--- src/design/rlfp_pkg.sv ---
// ----------------------------------------------------------------------------
// RC link frame parser package
// Constants, register codes and state types shared by the byte intake and the
// channel unpacker, and the CRC-8 step used by the byte intake.
// ----------------------------------------------------------------------------
package rlfp_pkg;

	localparam int MAX_FRAME_BYTES = 64;
	localparam int NUM_CHANNELS    = 16;
	localparam int CHANNEL_BITS    = 11;

	localparam int BYTE_W    = 8;
	localparam int VAL_W     = 11;
	localparam int IDX_W     = 4;
	localparam int COUNT_W   = 32;
	localparam int CFG_IDX_W = 8;

	localparam int ADDR_W = $clog2(MAX_FRAME_BYTES);
	localparam int POS_W  = $clog2(MAX_FRAME_BYTES + 1);
	localparam int LEN_W  = $clog2(MAX_FRAME_BYTES - 1);

	localparam int PAYLOAD_BYTES  = (NUM_CHANNELS * CHANNEL_BITS + 7) / 8;
	localparam int CHAN_FRAME_LEN = PAYLOAD_BYTES + 2;

	// Bit buffer of the unpacker: a partial channel plus one fresh byte.
	localparam int BUF_W = (CHANNEL_BITS + BYTE_W > VAL_W) ? CHANNEL_BITS + BYTE_W : VAL_W;
	localparam int CNT_W = $clog2(BUF_W + 1);
	localparam int CHC_W = $clog2(NUM_CHANNELS + 1);

	localparam logic [BUF_W-1:0] CHAN_MASK = (BUF_W'(1) << CHANNEL_BITS) - BUF_W'(1);

	localparam logic [BYTE_W-1:0] CRC_POLY    = 8'hD5;
	localparam logic [BYTE_W-1:0] LEN_MIN     = 8'd2;
	localparam logic [BYTE_W-1:0] LEN_MAX     = BYTE_W'(MAX_FRAME_BYTES - 2);
	localparam logic [BYTE_W-1:0] SYNC_RESET  = 8'd200;
	localparam logic [BYTE_W-1:0] FTYPE_RESET = 8'd22;

	// Fixed places in the frame store.
	localparam logic [ADDR_W-1:0] ADDR_SYNC    = ADDR_W'(0);
	localparam logic [ADDR_W-1:0] ADDR_LEN     = ADDR_W'(1);
	localparam logic [POS_W-1:0]  POS_TYPE     = POS_W'(2);
	localparam logic [ADDR_W-1:0] ADDR_PAYLOAD = ADDR_W'(3);

	localparam logic [CFG_IDX_W-1:0] CFG_SYNC_BYTE  = CFG_IDX_W'(0);
	localparam logic [CFG_IDX_W-1:0] CFG_FRAME_TYPE = CFG_IDX_W'(1);

	localparam logic KIND_CHANNEL = 1'b0;
	localparam logic KIND_ERROR   = 1'b1;

	typedef enum logic [1:0] {
		PH_SYNC,
		PH_LEN,
		PH_DATA
	} phase_t;

	typedef enum logic [1:0] {
		UP_IDLE,
		UP_FETCH,
		UP_WAIT,
		UP_EXTRACT
	} up_state_t;

	typedef struct packed {
		logic                    en;
		logic [ADDR_W-1:0]       addr;
		logic [BYTE_W-1:0]       data;
	} rlfp_wr_t;

	typedef struct packed {
		logic                    good;
		logic                    bad;
		logic [COUNT_W-1:0]      good_frames;
		logic [COUNT_W-1:0]      bad_checksums;
	} rlfp_evt_t;

	// One byte of CRC-8, MSB first.
	function automatic logic [BYTE_W-1:0] crc8_byte(input logic [BYTE_W-1:0] crc,
		input logic [BYTE_W-1:0] data);
		logic [BYTE_W-1:0] c;
		c = crc ^ data;
		for (int b = 0; b < BYTE_W; b++) begin
			if (c[BYTE_W-1]) begin
				c = (c << 1) ^ CRC_POLY;
			end else begin
				c = c << 1;
			end
		end
		return c;
	endfunction

endpackage

--- src/design/rlfp_byte_if.sv ---
// ----------------------------------------------------------------------------
// Received byte channel
// Valid/ready channel that carries one link byte per word.
// ----------------------------------------------------------------------------
interface rlfp_byte_if import rlfp_pkg::*; ();
	logic              valid;
	logic              ready;
	logic [BYTE_W-1:0] byte_in;

	modport source (output valid, output byte_in, input ready);
	modport sink (input valid, input byte_in, output ready);
endinterface

--- src/design/rlfp_result_if.sv ---
// ----------------------------------------------------------------------------
// Result channel
// Valid/ready channel that carries one channel value or checksum error word.
// ----------------------------------------------------------------------------
interface rlfp_result_if import rlfp_pkg::*; ();
	logic               valid;
	logic               ready;
	logic               kind;
	logic [IDX_W-1:0]   channel_index;
	logic [VAL_W-1:0]   channel_value;
	logic               last;
	logic [COUNT_W-1:0] good_frames;
	logic [COUNT_W-1:0] bad_checksums;

	modport source (output valid, output kind, output channel_index, output channel_value,
		output last, output good_frames, output bad_checksums, input ready);
	modport sink (input valid, input kind, input channel_index, input channel_value,
		input last, input good_frames, input bad_checksums, output ready);
endinterface

--- src/design/rlfp_cfg_if.sv ---
// ----------------------------------------------------------------------------
// Configuration write channel
// Valid/ready channel that carries a register index and write data.
// ----------------------------------------------------------------------------
interface rlfp_cfg_if import rlfp_pkg::*; ();
	logic                 valid;
	logic                 ready;
	logic [CFG_IDX_W-1:0] index;
	logic [BYTE_W-1:0]    data;

	modport source (output valid, output index, output data, input ready);
	modport sink (input valid, input index, input data, output ready);
endinterface

--- src/design/rlfp_store.sv ---
// ----------------------------------------------------------------------------
// Frame store
// Byte memory of one frame, one write port and one registered read port.
// ----------------------------------------------------------------------------
module rlfp_store import rlfp_pkg::*; (
	input  logic              clk,
	input  rlfp_wr_t          wr,
	input  logic              rd_en,
	input  logic [ADDR_W-1:0] rd_addr,
	output logic [BYTE_W-1:0] rd_data
);

	logic [BYTE_W-1:0] mem [MAX_FRAME_BYTES];
	logic [BYTE_W-1:0] rd_data_q;

	always_ff @(posedge clk) begin
		if (wr.en) begin
			mem[wr.addr] <= wr.data;
		end
	end

	always_ff @(posedge clk) begin
		if (rd_en) begin
			rd_data_q <= mem[rd_addr];
		end
	end

	assign rd_data = rd_data_q;

endmodule

--- src/design/rlfp_rx.sv ---
// ----------------------------------------------------------------------------
// Byte intake
// Sync and length tracking, frame store writes, running CRC-8, frame
// verdict and the frame counters. Holds the configuration registers.
// ----------------------------------------------------------------------------
module rlfp_rx import rlfp_pkg::*; (
	input  logic        clk,
	input  logic        arst_n,
	rlfp_byte_if.sink   rx,
	rlfp_cfg_if.sink    cfg,
	input  logic        busy,
	output rlfp_wr_t    wr,
	output rlfp_evt_t   evt
);

	phase_t             phase_q, phase_d;
	logic [POS_W-1:0]   pos_q;
	logic [LEN_W-1:0]   len_q;
	logic [BYTE_W-1:0]  crc_q;
	logic [BYTE_W-1:0]  type_q;
	logic [BYTE_W-1:0]  sync_q;
	logic [BYTE_W-1:0]  ftype_q;
	logic [COUNT_W-1:0] good_q;
	logic [COUNT_W-1:0] bad_q;

	logic              acc;
	logic              len_ok;
	logic              is_sync;
	logic              is_final;
	logic              crc_ok;
	logic [BYTE_W-1:0] crc_next;

	assign rx.ready  = !busy;
	assign cfg.ready = 1'b1;

	assign acc      = rx.valid && !busy;
	assign len_ok   = (rx.byte_in >= LEN_MIN) && (rx.byte_in <= LEN_MAX);
	assign is_sync  = (rx.byte_in == sync_q);
	assign is_final = (pos_q == (POS_W'(len_q) + POS_W'(1)));
	assign crc_ok   = (crc_q == rx.byte_in);
	assign crc_next = crc8_byte(crc_q, rx.byte_in);

	always_comb begin
		phase_d = phase_q;
		if (acc) begin
			case (phase_q)
				PH_LEN: begin
					phase_d = len_ok ? PH_DATA : PH_SYNC;
				end
				PH_DATA: begin
					if (is_final) begin
						phase_d = PH_SYNC;
					end
				end
				default: begin
					phase_d = is_sync ? PH_LEN : PH_SYNC;
				end
			endcase
		end
	end

	always_comb begin
		wr.en   = 1'b0;
		wr.addr = ADDR_SYNC;
		wr.data = rx.byte_in;
		evt.good = 1'b0;
		evt.bad  = 1'b0;
		case (phase_q)
			PH_LEN: begin
				wr.en   = acc && len_ok;
				wr.addr = ADDR_LEN;
			end
			PH_DATA: begin
				wr.en   = acc;
				wr.addr = pos_q[ADDR_W-1:0];
				evt.bad  = acc && is_final && !crc_ok;
				evt.good = acc && is_final && crc_ok && (type_q == ftype_q) &&
					(len_q == LEN_W'(CHAN_FRAME_LEN));
			end
			default: begin
				wr.en   = acc && is_sync;
				wr.addr = ADDR_SYNC;
			end
		endcase
		evt.good_frames   = good_q + COUNT_W'(evt.good);
		evt.bad_checksums = bad_q + COUNT_W'(evt.bad);
	end

	always_ff @(posedge clk or negedge arst_n) begin
		if (!arst_n) begin
			phase_q <= PH_SYNC;
			pos_q   <= '0;
			len_q   <= '0;
			good_q  <= '0;
			bad_q   <= '0;
			sync_q  <= SYNC_RESET;
			ftype_q <= FTYPE_RESET;
		end else begin
			phase_q <= phase_d;
			good_q  <= evt.good_frames;
			bad_q   <= evt.bad_checksums;
			if (acc) begin
				case (phase_q)
					PH_LEN: begin
						if (len_ok) begin
							len_q <= LEN_W'(rx.byte_in);
							pos_q <= POS_W'(2);
						end
					end
					PH_DATA: begin
						pos_q <= pos_q + POS_W'(1);
					end
					default: begin
						if (is_sync) begin
							pos_q <= POS_W'(1);
						end
					end
				endcase
			end
			if (cfg.valid) begin
				case (cfg.index)
					CFG_SYNC_BYTE:  sync_q  <= cfg.data;
					CFG_FRAME_TYPE: ftype_q <= cfg.data;
					default: ;
				endcase
			end
		end
	end

	// The CRC covers the type and payload, never the trailing check byte.
	always_ff @(posedge clk) begin
		if (acc && phase_q == PH_LEN) begin
			crc_q <= '0;
		end else if (acc && phase_q == PH_DATA && !is_final) begin
			crc_q <= crc_next;
		end
		if (acc && phase_q == PH_DATA && pos_q == POS_TYPE) begin
			type_q <= rx.byte_in;
		end
	end

endmodule

--- src/design/rlfp_unpack.sv ---
// ----------------------------------------------------------------------------
// Channel unpacker
// Reads the payload of a good channel frame back from the frame store one
// byte at a time, slices it into channel values and drives the result word.
// ----------------------------------------------------------------------------
module rlfp_unpack import rlfp_pkg::*; (
	input  logic              clk,
	input  logic              arst_n,
	input  rlfp_evt_t         evt,
	output logic              rd_en,
	output logic [ADDR_W-1:0] rd_addr,
	input  logic [BYTE_W-1:0] rd_data,
	output logic              busy,
	rlfp_result_if.source     res
);

	up_state_t          st_q, st_d;
	logic [ADDR_W-1:0]  addr_q;
	logic [BUF_W-1:0]   buf_q;
	logic [CNT_W-1:0]   cnt_q;
	logic [CHC_W-1:0]   ch_q;
	logic [COUNT_W-1:0] good_snap_q;
	logic [COUNT_W-1:0] bad_snap_q;

	logic               out_valid_q;
	logic               kind_q;
	logic [IDX_W-1:0]   idx_q;
	logic [VAL_W-1:0]   val_q;
	logic               last_q;
	logic [COUNT_W-1:0] good_out_q;
	logic [COUNT_W-1:0] bad_out_q;

	logic             out_free;
	logic             have_chan;
	logic             load_chan;
	logic             last_chan;
	logic [BUF_W-1:0] chan_bits;

	assign out_free  = !out_valid_q || res.ready;
	assign have_chan = (cnt_q >= CNT_W'(CHANNEL_BITS));
	assign last_chan = (ch_q == CHC_W'(NUM_CHANNELS - 1));
	assign chan_bits = buf_q & CHAN_MASK;
	assign busy      = (st_q != UP_IDLE) || out_valid_q;

	always_comb begin
		st_d = st_q;
		case (st_q)
			UP_IDLE: begin
				if (evt.good) begin
					st_d = UP_FETCH;
				end
			end
			UP_FETCH: begin
				st_d = UP_WAIT;
			end
			UP_WAIT: begin
				st_d = UP_EXTRACT;
			end
			UP_EXTRACT: begin
				if (!have_chan) begin
					st_d = UP_FETCH;
				end else if (out_free && last_chan) begin
					st_d = UP_IDLE;
				end
			end
			default: begin
				st_d = UP_IDLE;
			end
		endcase
	end

	always_comb begin
		rd_en     = 1'b0;
		load_chan = 1'b0;
		case (st_q)
			UP_FETCH:   rd_en = 1'b1;
			UP_EXTRACT: load_chan = have_chan && out_free;
			default: ;
		endcase
	end

	assign rd_addr = addr_q;

	always_ff @(posedge clk or negedge arst_n) begin
		if (!arst_n) begin
			st_q        <= UP_IDLE;
			out_valid_q <= 1'b0;
		end else begin
			st_q <= st_d;
			if (load_chan || evt.bad) begin
				out_valid_q <= 1'b1;
			end else if (res.ready) begin
				out_valid_q <= 1'b0;
			end
		end
	end

	always_ff @(posedge clk) begin
		case (st_q)
			UP_IDLE: begin
				addr_q      <= ADDR_PAYLOAD;
				buf_q       <= '0;
				cnt_q       <= '0;
				ch_q        <= '0;
				good_snap_q <= evt.good_frames;
				bad_snap_q  <= evt.bad_checksums;
			end
			UP_FETCH: begin
				addr_q <= addr_q + ADDR_W'(1);
			end
			UP_WAIT: begin
				// The fresh byte lands above the bits still waiting.
				buf_q <= buf_q | (BUF_W'(rd_data) << cnt_q);
				cnt_q <= cnt_q + CNT_W'(BYTE_W);
			end
			UP_EXTRACT: begin
				if (load_chan) begin
					buf_q <= buf_q >> CHANNEL_BITS;
					cnt_q <= cnt_q - CNT_W'(CHANNEL_BITS);
					ch_q  <= ch_q + CHC_W'(1);
				end
			end
			default: ;
		endcase

		if (evt.bad) begin
			kind_q     <= KIND_ERROR;
			idx_q      <= '0;
			val_q      <= '0;
			last_q     <= 1'b1;
			good_out_q <= evt.good_frames;
			bad_out_q  <= evt.bad_checksums;
		end else if (load_chan) begin
			kind_q     <= KIND_CHANNEL;
			idx_q      <= IDX_W'(ch_q);
			val_q      <= chan_bits[VAL_W-1:0];
			last_q     <= last_chan;
			good_out_q <= good_snap_q;
			bad_out_q  <= bad_snap_q;
		end
	end

	assign res.valid         = out_valid_q;
	assign res.kind          = kind_q;
	assign res.channel_index = idx_q;
	assign res.channel_value = val_q;
	assign res.last          = last_q;
	assign res.good_frames   = good_out_q;
	assign res.bad_checksums = bad_out_q;

endmodule

--- src/design/rc_link_frame_parser.sv ---
// The parser takes one received link byte per word and accepts a byte every
// cycle while no result is pending. It hunts for the sync byte, checks the
// length, stores the frame in a 64-byte frame store and runs the CRC-8 as the
// bytes arrive, so the verdict is known on the check byte itself. A checksum
// error gives one error word; the input then waits until that word is taken.
// A good channel frame is read back from the frame store through its single
// read port one payload byte at a time, each byte fetched, waited for and
// then sliced into channel words as they fill; no byte is accepted during
// that readout.
// ----------------------------------------------------------------------------
// RC link frame parser
// Byte-serial frame parser that checks the CRC and unpacks the packed
// RC channel frame into sixteen channel values.
// ----------------------------------------------------------------------------
module rc_link_frame_parser import rlfp_pkg::*; (
	input  logic          clk,
	input  logic          arst_n,
	rlfp_byte_if.sink     rx,
	rlfp_cfg_if.sink      cfg,
	rlfp_result_if.source res
);

	rlfp_wr_t          wr;
	rlfp_evt_t         evt;
	logic              busy;
	logic              rd_en;
	logic [ADDR_W-1:0] rd_addr;
	logic [BYTE_W-1:0] rd_data;

	rlfp_rx u_rx (
		.clk    (clk),
		.arst_n (arst_n),
		.rx     (rx),
		.cfg    (cfg),
		.busy   (busy),
		.wr     (wr),
		.evt    (evt)
	);

	rlfp_store u_store (
		.clk     (clk),
		.wr      (wr),
		.rd_en   (rd_en),
		.rd_addr (rd_addr),
		.rd_data (rd_data)
	);

	rlfp_unpack u_unpack (
		.clk     (clk),
		.arst_n  (arst_n),
		.evt     (evt),
		.rd_en   (rd_en),
		.rd_addr (rd_addr),
		.rd_data (rd_data),
		.busy    (busy),
		.res     (res)
	);

endmodule

--- src/flat_wrapper.sv ---
// flat-port wrapper written by rule: the top's interface ports become plain ports
module rc_link_frame_parser_flat import rlfp_pkg::*;
  (clk, arst_n, rx_valid, rx_byte_in, rx_ready, cfg_valid, cfg_index, cfg_data, cfg_ready, res_valid, res_kind, res_channel_index, res_channel_value, res_last, res_good_frames, res_bad_checksums, res_ready);
  rlfp_byte_if rx_i ();
  rlfp_cfg_if cfg_i ();
  rlfp_result_if res_i ();
  input  logic clk;
  input  logic arst_n;
  input wire logic [$bits(rx_i.valid)-1:0] rx_valid;
  input wire logic [$bits(rx_i.byte_in)-1:0] rx_byte_in;
  output wire logic [$bits(rx_i.ready)-1:0] rx_ready;
  input wire logic [$bits(cfg_i.valid)-1:0] cfg_valid;
  input wire logic [$bits(cfg_i.index)-1:0] cfg_index;
  input wire logic [$bits(cfg_i.data)-1:0] cfg_data;
  output wire logic [$bits(cfg_i.ready)-1:0] cfg_ready;
  output wire logic [$bits(res_i.valid)-1:0] res_valid;
  output wire logic [$bits(res_i.kind)-1:0] res_kind;
  output wire logic [$bits(res_i.channel_index)-1:0] res_channel_index;
  output wire logic [$bits(res_i.channel_value)-1:0] res_channel_value;
  output wire logic [$bits(res_i.last)-1:0] res_last;
  output wire logic [$bits(res_i.good_frames)-1:0] res_good_frames;
  output wire logic [$bits(res_i.bad_checksums)-1:0] res_bad_checksums;
  input wire logic [$bits(res_i.ready)-1:0] res_ready;
  assign rx_i.valid = rx_valid;
  assign rx_i.byte_in = rx_byte_in;
  assign rx_ready = rx_i.ready;
  assign cfg_i.valid = cfg_valid;
  assign cfg_i.index = cfg_index;
  assign cfg_i.data = cfg_data;
  assign cfg_ready = cfg_i.ready;
  assign res_valid = res_i.valid;
  assign res_kind = res_i.kind;
  assign res_channel_index = res_i.channel_index;
  assign res_channel_value = res_i.channel_value;
  assign res_last = res_i.last;
  assign res_good_frames = res_i.good_frames;
  assign res_bad_checksums = res_i.bad_checksums;
  assign res_i.ready = res_ready;
  rc_link_frame_parser u_core (.clk(clk), .arst_n(arst_n), .rx(rx_i), .cfg(cfg_i), .res(res_i));
endmodule
--- config.mk ---
export PLATFORM = sky130hd
export DESIGN_NAME = rc_link_frame_parser_flat
export DESIGN_NICKNAME = d
export VERILOG_FILES = /design/src/design/rlfp_pkg.sv /design/src/design/rlfp_byte_if.sv /design/src/design/rlfp_result_if.sv /design/src/design/rlfp_cfg_if.sv /design/src/design/rlfp_store.sv /design/src/design/rlfp_rx.sv /design/src/design/rlfp_unpack.sv /design/src/design/rc_link_frame_parser.sv /design/src/flat_wrapper.sv
export SDC_FILE = /design/constraint.sdc
export NUM_CORES = 1
export LEC_CHECK = 0
export ABC_AREA = 1
export CORE_MARGIN = 4
export CORE_UTILIZATION = 40
export DETAILED_ROUTE_END_ITERATION = 12
export DONT_BUFFER_PORTS = 1
export GPL_TIMING_DRIVEN = 0
export HOLD_SLACK_MARGIN = 0.1
export MAX_ROUTING_LAYER = met4
export PLACE_DENSITY = 0.6
export SLEW_MARGIN = 5
export SYNTH_ARGS = -nofsm -noshare
export SYNTH_HDL_FRONTEND = slang
export SYNTH_SLANG_ARGS = --single-unit
--- constraint.sdc ---
create_clock -name clk -period 4.6 [get_ports clk]
set_input_delay 1.15 -clock clk [delete_from_list [all_inputs] [get_ports clk]]
set_output_delay 1.15 -clock clk [all_outputs]
set_load 0.03 [all_outputs]
==> flow_summary_export.csv <==
group,metric,value,unit
timing,tightest_slew,1.37,ns
global_routing,grtUsageMet3,3.96,%
worst_setup_path,r2r_cells,22,
global_routing,grt_pass1_wl,143000,um
pwr,ir_drop,0.000327,V
cells_and_area,area.growth.synth_to_final,13.0,%
worst_setup_path,crit_start,"u_core.u_unpack.st_q[1]$_DFFE_PN0P_",
worst_setup_path,path_class,"flip-flop to flip-flop",
detailed_routing,drt_pre_antenna_iters,6,
logic_synthesis,synth_cell_types,46,
logic_synthesis,ys_ff_latch,814,
logic_synthesis,syn_avg_cell_area,11.4,um2
logic_synthesis,syn-cell-area,34000,um2
detailed_routing,postRouteAntennaNets,0,
detailed_routing,num_vias,23400,
clock_network,clkSlewWorstSetupHoldPaths,0.06,ns
worst_setup_path,cpPeakStageDelay,0.42,ns
timing,max-slew-margin-rel,7.60,%
placed_design,hpwl,63900,um
pwr,p_leak,0.0138,uW
timing,finalCritPeriodShare,90.3,%
run,maxCapViolCount,0,
clock_network,worstSkewPairLatency,0.65,ns
floorplanning,dieWidth,300,um
global_routing,grt.overflow.total,0,
cells_and_area,final_core_util,45.8,%
logic_synthesis,yosysWarnings,0,
cells_and_area,final_nets,3110,
logic_synthesis,synth_edf_count,691,
worst_setup_path,crit_fanout,4,
worst_setup_path,crit_path_end_kind,"flip-flop",
worst_setup_path,cp-start-kind,"flip-flop",
worst_setup_path,r2r-start,"u_core.u_unpack.st_q[1]$_DFFE_PN0P_",
detailed_routing,vias_per_cell,5.49,
logic_synthesis,synthFlopType,"edfxtp_1",
global_routing,busiest_layer,"met2",
worst_setup_path,arrival,4.55,ns
floorplanning,coreArea,84000,um2
detailed_routing,routed_wl,98000,um
global_routing,grt_max_degree,99,
timing,whs,0.210,ns
min_path,hp-class,"primary input to asynchronous set/reset pin",
timing,finClkSkew,0.0232,ns
timing,rsz0062_at_grt,"false",
global_routing,met1_usage,30.3,%
worst_setup_path,path_common_cell,"nand2_1",
placed_design,io_buffers,0,
timing,slew_violations,0,
clock_network,postCtsHoldBufs,0,
global_routing,grt_pass1_vias,21700,
logic_synthesis,netlist_instances,2970,
timing,period_needed,4.16,ns
global_routing,grt.total_usage,21.9,%
floorplanning,initial_core_util,40.5,%
global_routing,antenna_found_initial,1,
detailed_routing,wl_per_cell,23.0,um
logic_synthesis,synthArstFlopShare,12.0,%
floorplanning,dieHeight,300,um
clock_network,htreeDepth,3,
cells_and_area,final_layout_size_suffix_gt1_share,6.81,%
logic_synthesis,yosysSeqAreaShare,69.7,%
clock_network,tritoncts,"done",
clock_network,clockBufferDepth,3,
detailed_routing,first_iter_violations,3010,
clock_network,cts_made_buffers,83,
worst_setup_path,cp_num_buf_inv,3,
floorplanning,rows,106,
timing,hold_viol_final,0,
placed_design,place_congestion,1.04,
clock_network,cts_root_buf,"clkbuf_16",
pwr,total_power,15700,uW
detailed_routing,drc,0,
status,status,"complete, no violations",
logic_synthesis,synth_nets,3020,
worst_setup_path,cp_data_required_time,5.00,ns
placed_design,postPlaceCellArea,35400,um2
timing,fmax,241,MHz
worst_setup_path,cp_slowest_cell,"dfrtp_1",
global_routing,use_met2,32.8,%
worst_setup_path,path_cells,"inv_1 > ha_4 > clkinvlp_4 > nor2_4 > nand2_2 > nor2_4 > inv_1 > nor2_1 > nand3_1 > nor3_1 > ha_1 > ha_1 > nand3_2 > nor2_2 > nand2_1 > nor2_4 > nand3_2 > nor2_2 > nand2_1 > xnor2_2 > nand2_1 > nand2_1",
worst_setup_path,critPathTopFamily,"simple AND/OR/NAND/NOR gates",
floorplanning,pin_count,113,
floorplanning,die-area,89700,um2
worst_setup_path,path_depth,22,
pwr,power.density,410,nW/um2
clock_network,cts.sinks,814,
cells_and_area,fin_area,38400,um2
timing,setup_viol,0,
[per-stage QoR]
step	TNS [ns]	setup WS, ns	instances
3_3_place_gp	-556.07	-1.39	4104
2_1_floorplan	0	0.284	2970
3_5_place_dp	-570.88	-1.39	4105
6_report	0	0.445	4264
4_1_cts	0	0.0813	4263
5_1_grt	0	0.0397	4264
[synthesized netlist by cell type (all sizes together) (3+ instances only)]
library cell | number | area, um2
xor2 | 57 | 499
dfrtp | 92 | 2300
dfxtp | 25 | 500
nand4 | 48 | 300
inv | 165 | 619
edfxtp | 691 | 20700
xnor2 | 25 | 226
nor4 | 10 | 62.6
dfstp | 6 | 158
a31oi | 9 | 56.3
o21ai | 335 | 1680
o221ai | 50 | 438
ha | 21 | 263
nand2 | 574 | 2160
o211ai | 20 | 150
buf | 45 | 283
or2 | 3 | 18.8
clkinv | 5 | 18.8
nor2 | 410 | 1550
nor3 | 39 | 200
a21oi | 47 | 235
nand3 | 98 | 510
o22ai | 84 | 526
clkbuf | 99 | 373
nand3b | 3 | 35.0
[sequential cells by signal (all words and copies together), names as in the netlist, 19 cells and up]
register	cells
u_core.u_store.mem	512
u_core.u_rx.bad_q	32
u_core.u_rx.good_q	32
u_core.u_unpack.bad_snap_q	32
u_core.u_unpack.good_snap_q	32
u_core.u_unpack.res.bad_checksums	32
u_core.u_unpack.res.good_frames	32
u_core.u_unpack.buf_q	19
[cell type report]
class	count	area (um2)
tap	1134	1420
sequential	814	23700
clock buffer	108	2310
buffer	144	656
clock inverter	46	557
timing repair buffer	5	77.6
fill	7658	45500
antenna	1	2.50
multi-input combinational	1842	9050
inverter	170	642
[power breakdown]
group | total, uW | switching, uW | internal, uW
sequential | 8090 | 54.8 | 8040
clock | 7070 | 2920 | 4140
combinational | 587 | 362 | 225
total | 15700 | 3340 | 12400
[metal layers]
metal	routed length [um]	part of all wire, %
met5	0	0
met2	44000	45
met4	3710	3.8
met3	8880	9.1
met1	41400	42
[worst paths after layout]
path | slack (ns) | endpoint
worst max-delay path | 0.44 | u_core.u_unpack.res.good_frames[20]$_DFFE_PP_
worst min-delay path | 0.21 | u_core.u_unpack.res.valid$_DFFE_PN0P_
worst max register to register | 0.44 | u_core.u_unpack.res.good_frames[20]$_DFFE_PP_
worst min register to register | 0.49 | u_core.u_rx.bad_q[31]$_DFF_PN0_
max in group asynchronous | 4.10 | u_core.u_rx.ftype_q[1]$_DFFE_PN1P_
min in group clk | 0.49 | u_core.u_rx.bad_q[31]$_DFF_PN0_
[logic make-up (layout without fill, tap and decap cells)]
kind of cell,after synthesis,after routing,synth area share [%]
AND/OR/NAND/NOR,1187,1187,14.3
flip-flops,814,814,69.7
AO/OA/AOI/OAI,549,549,9.16
buffers and inverters,314,473,3.81
XOR/XNOR,83,83,2.20
adder cells (fa/ha/maj),21,21,0.773
other,1,2,0.0110
multiplexers,1,1,0.0294
[cell usage in the layout, fill, tap and decap left out, types with 20 or more instances in the layout]
cell | Yosys | final
o211ai_1 | 20 | 20
nor2_1 | 405 | 402
clkbuf_16 | 0 | 87
xnor2_1 | 24 | 22
inv_1 | 160 | 159
nand4_1 | 48 | 48
nand2_1 | 573 | 571
ha_1 | 21 | 20
a21oi_1 | 47 | 47
nand3_1 | 94 | 94
dfxtp_1 | 25 | 25
o21ai_0 | 333 | 333
nor3_1 | 38 | 38
clkbuf_1 | 98 | 114
xor2_1 | 57 | 57
o221ai_1 | 50 | 50
o22ai_1 | 84 | 84
buf_2 | 28 | 28
edfxtp_1 | 691 | 691
dfrtp_1 | 92 | 92
[repair_timing]
item	4_1_cts	5_1_grt
pin swaps	1	1
resized for setup	4	5
buffers inserted	4	0
endpoints found under the setup margin	761	21
No activity file was read; power rests on OpenSTA's default activity.
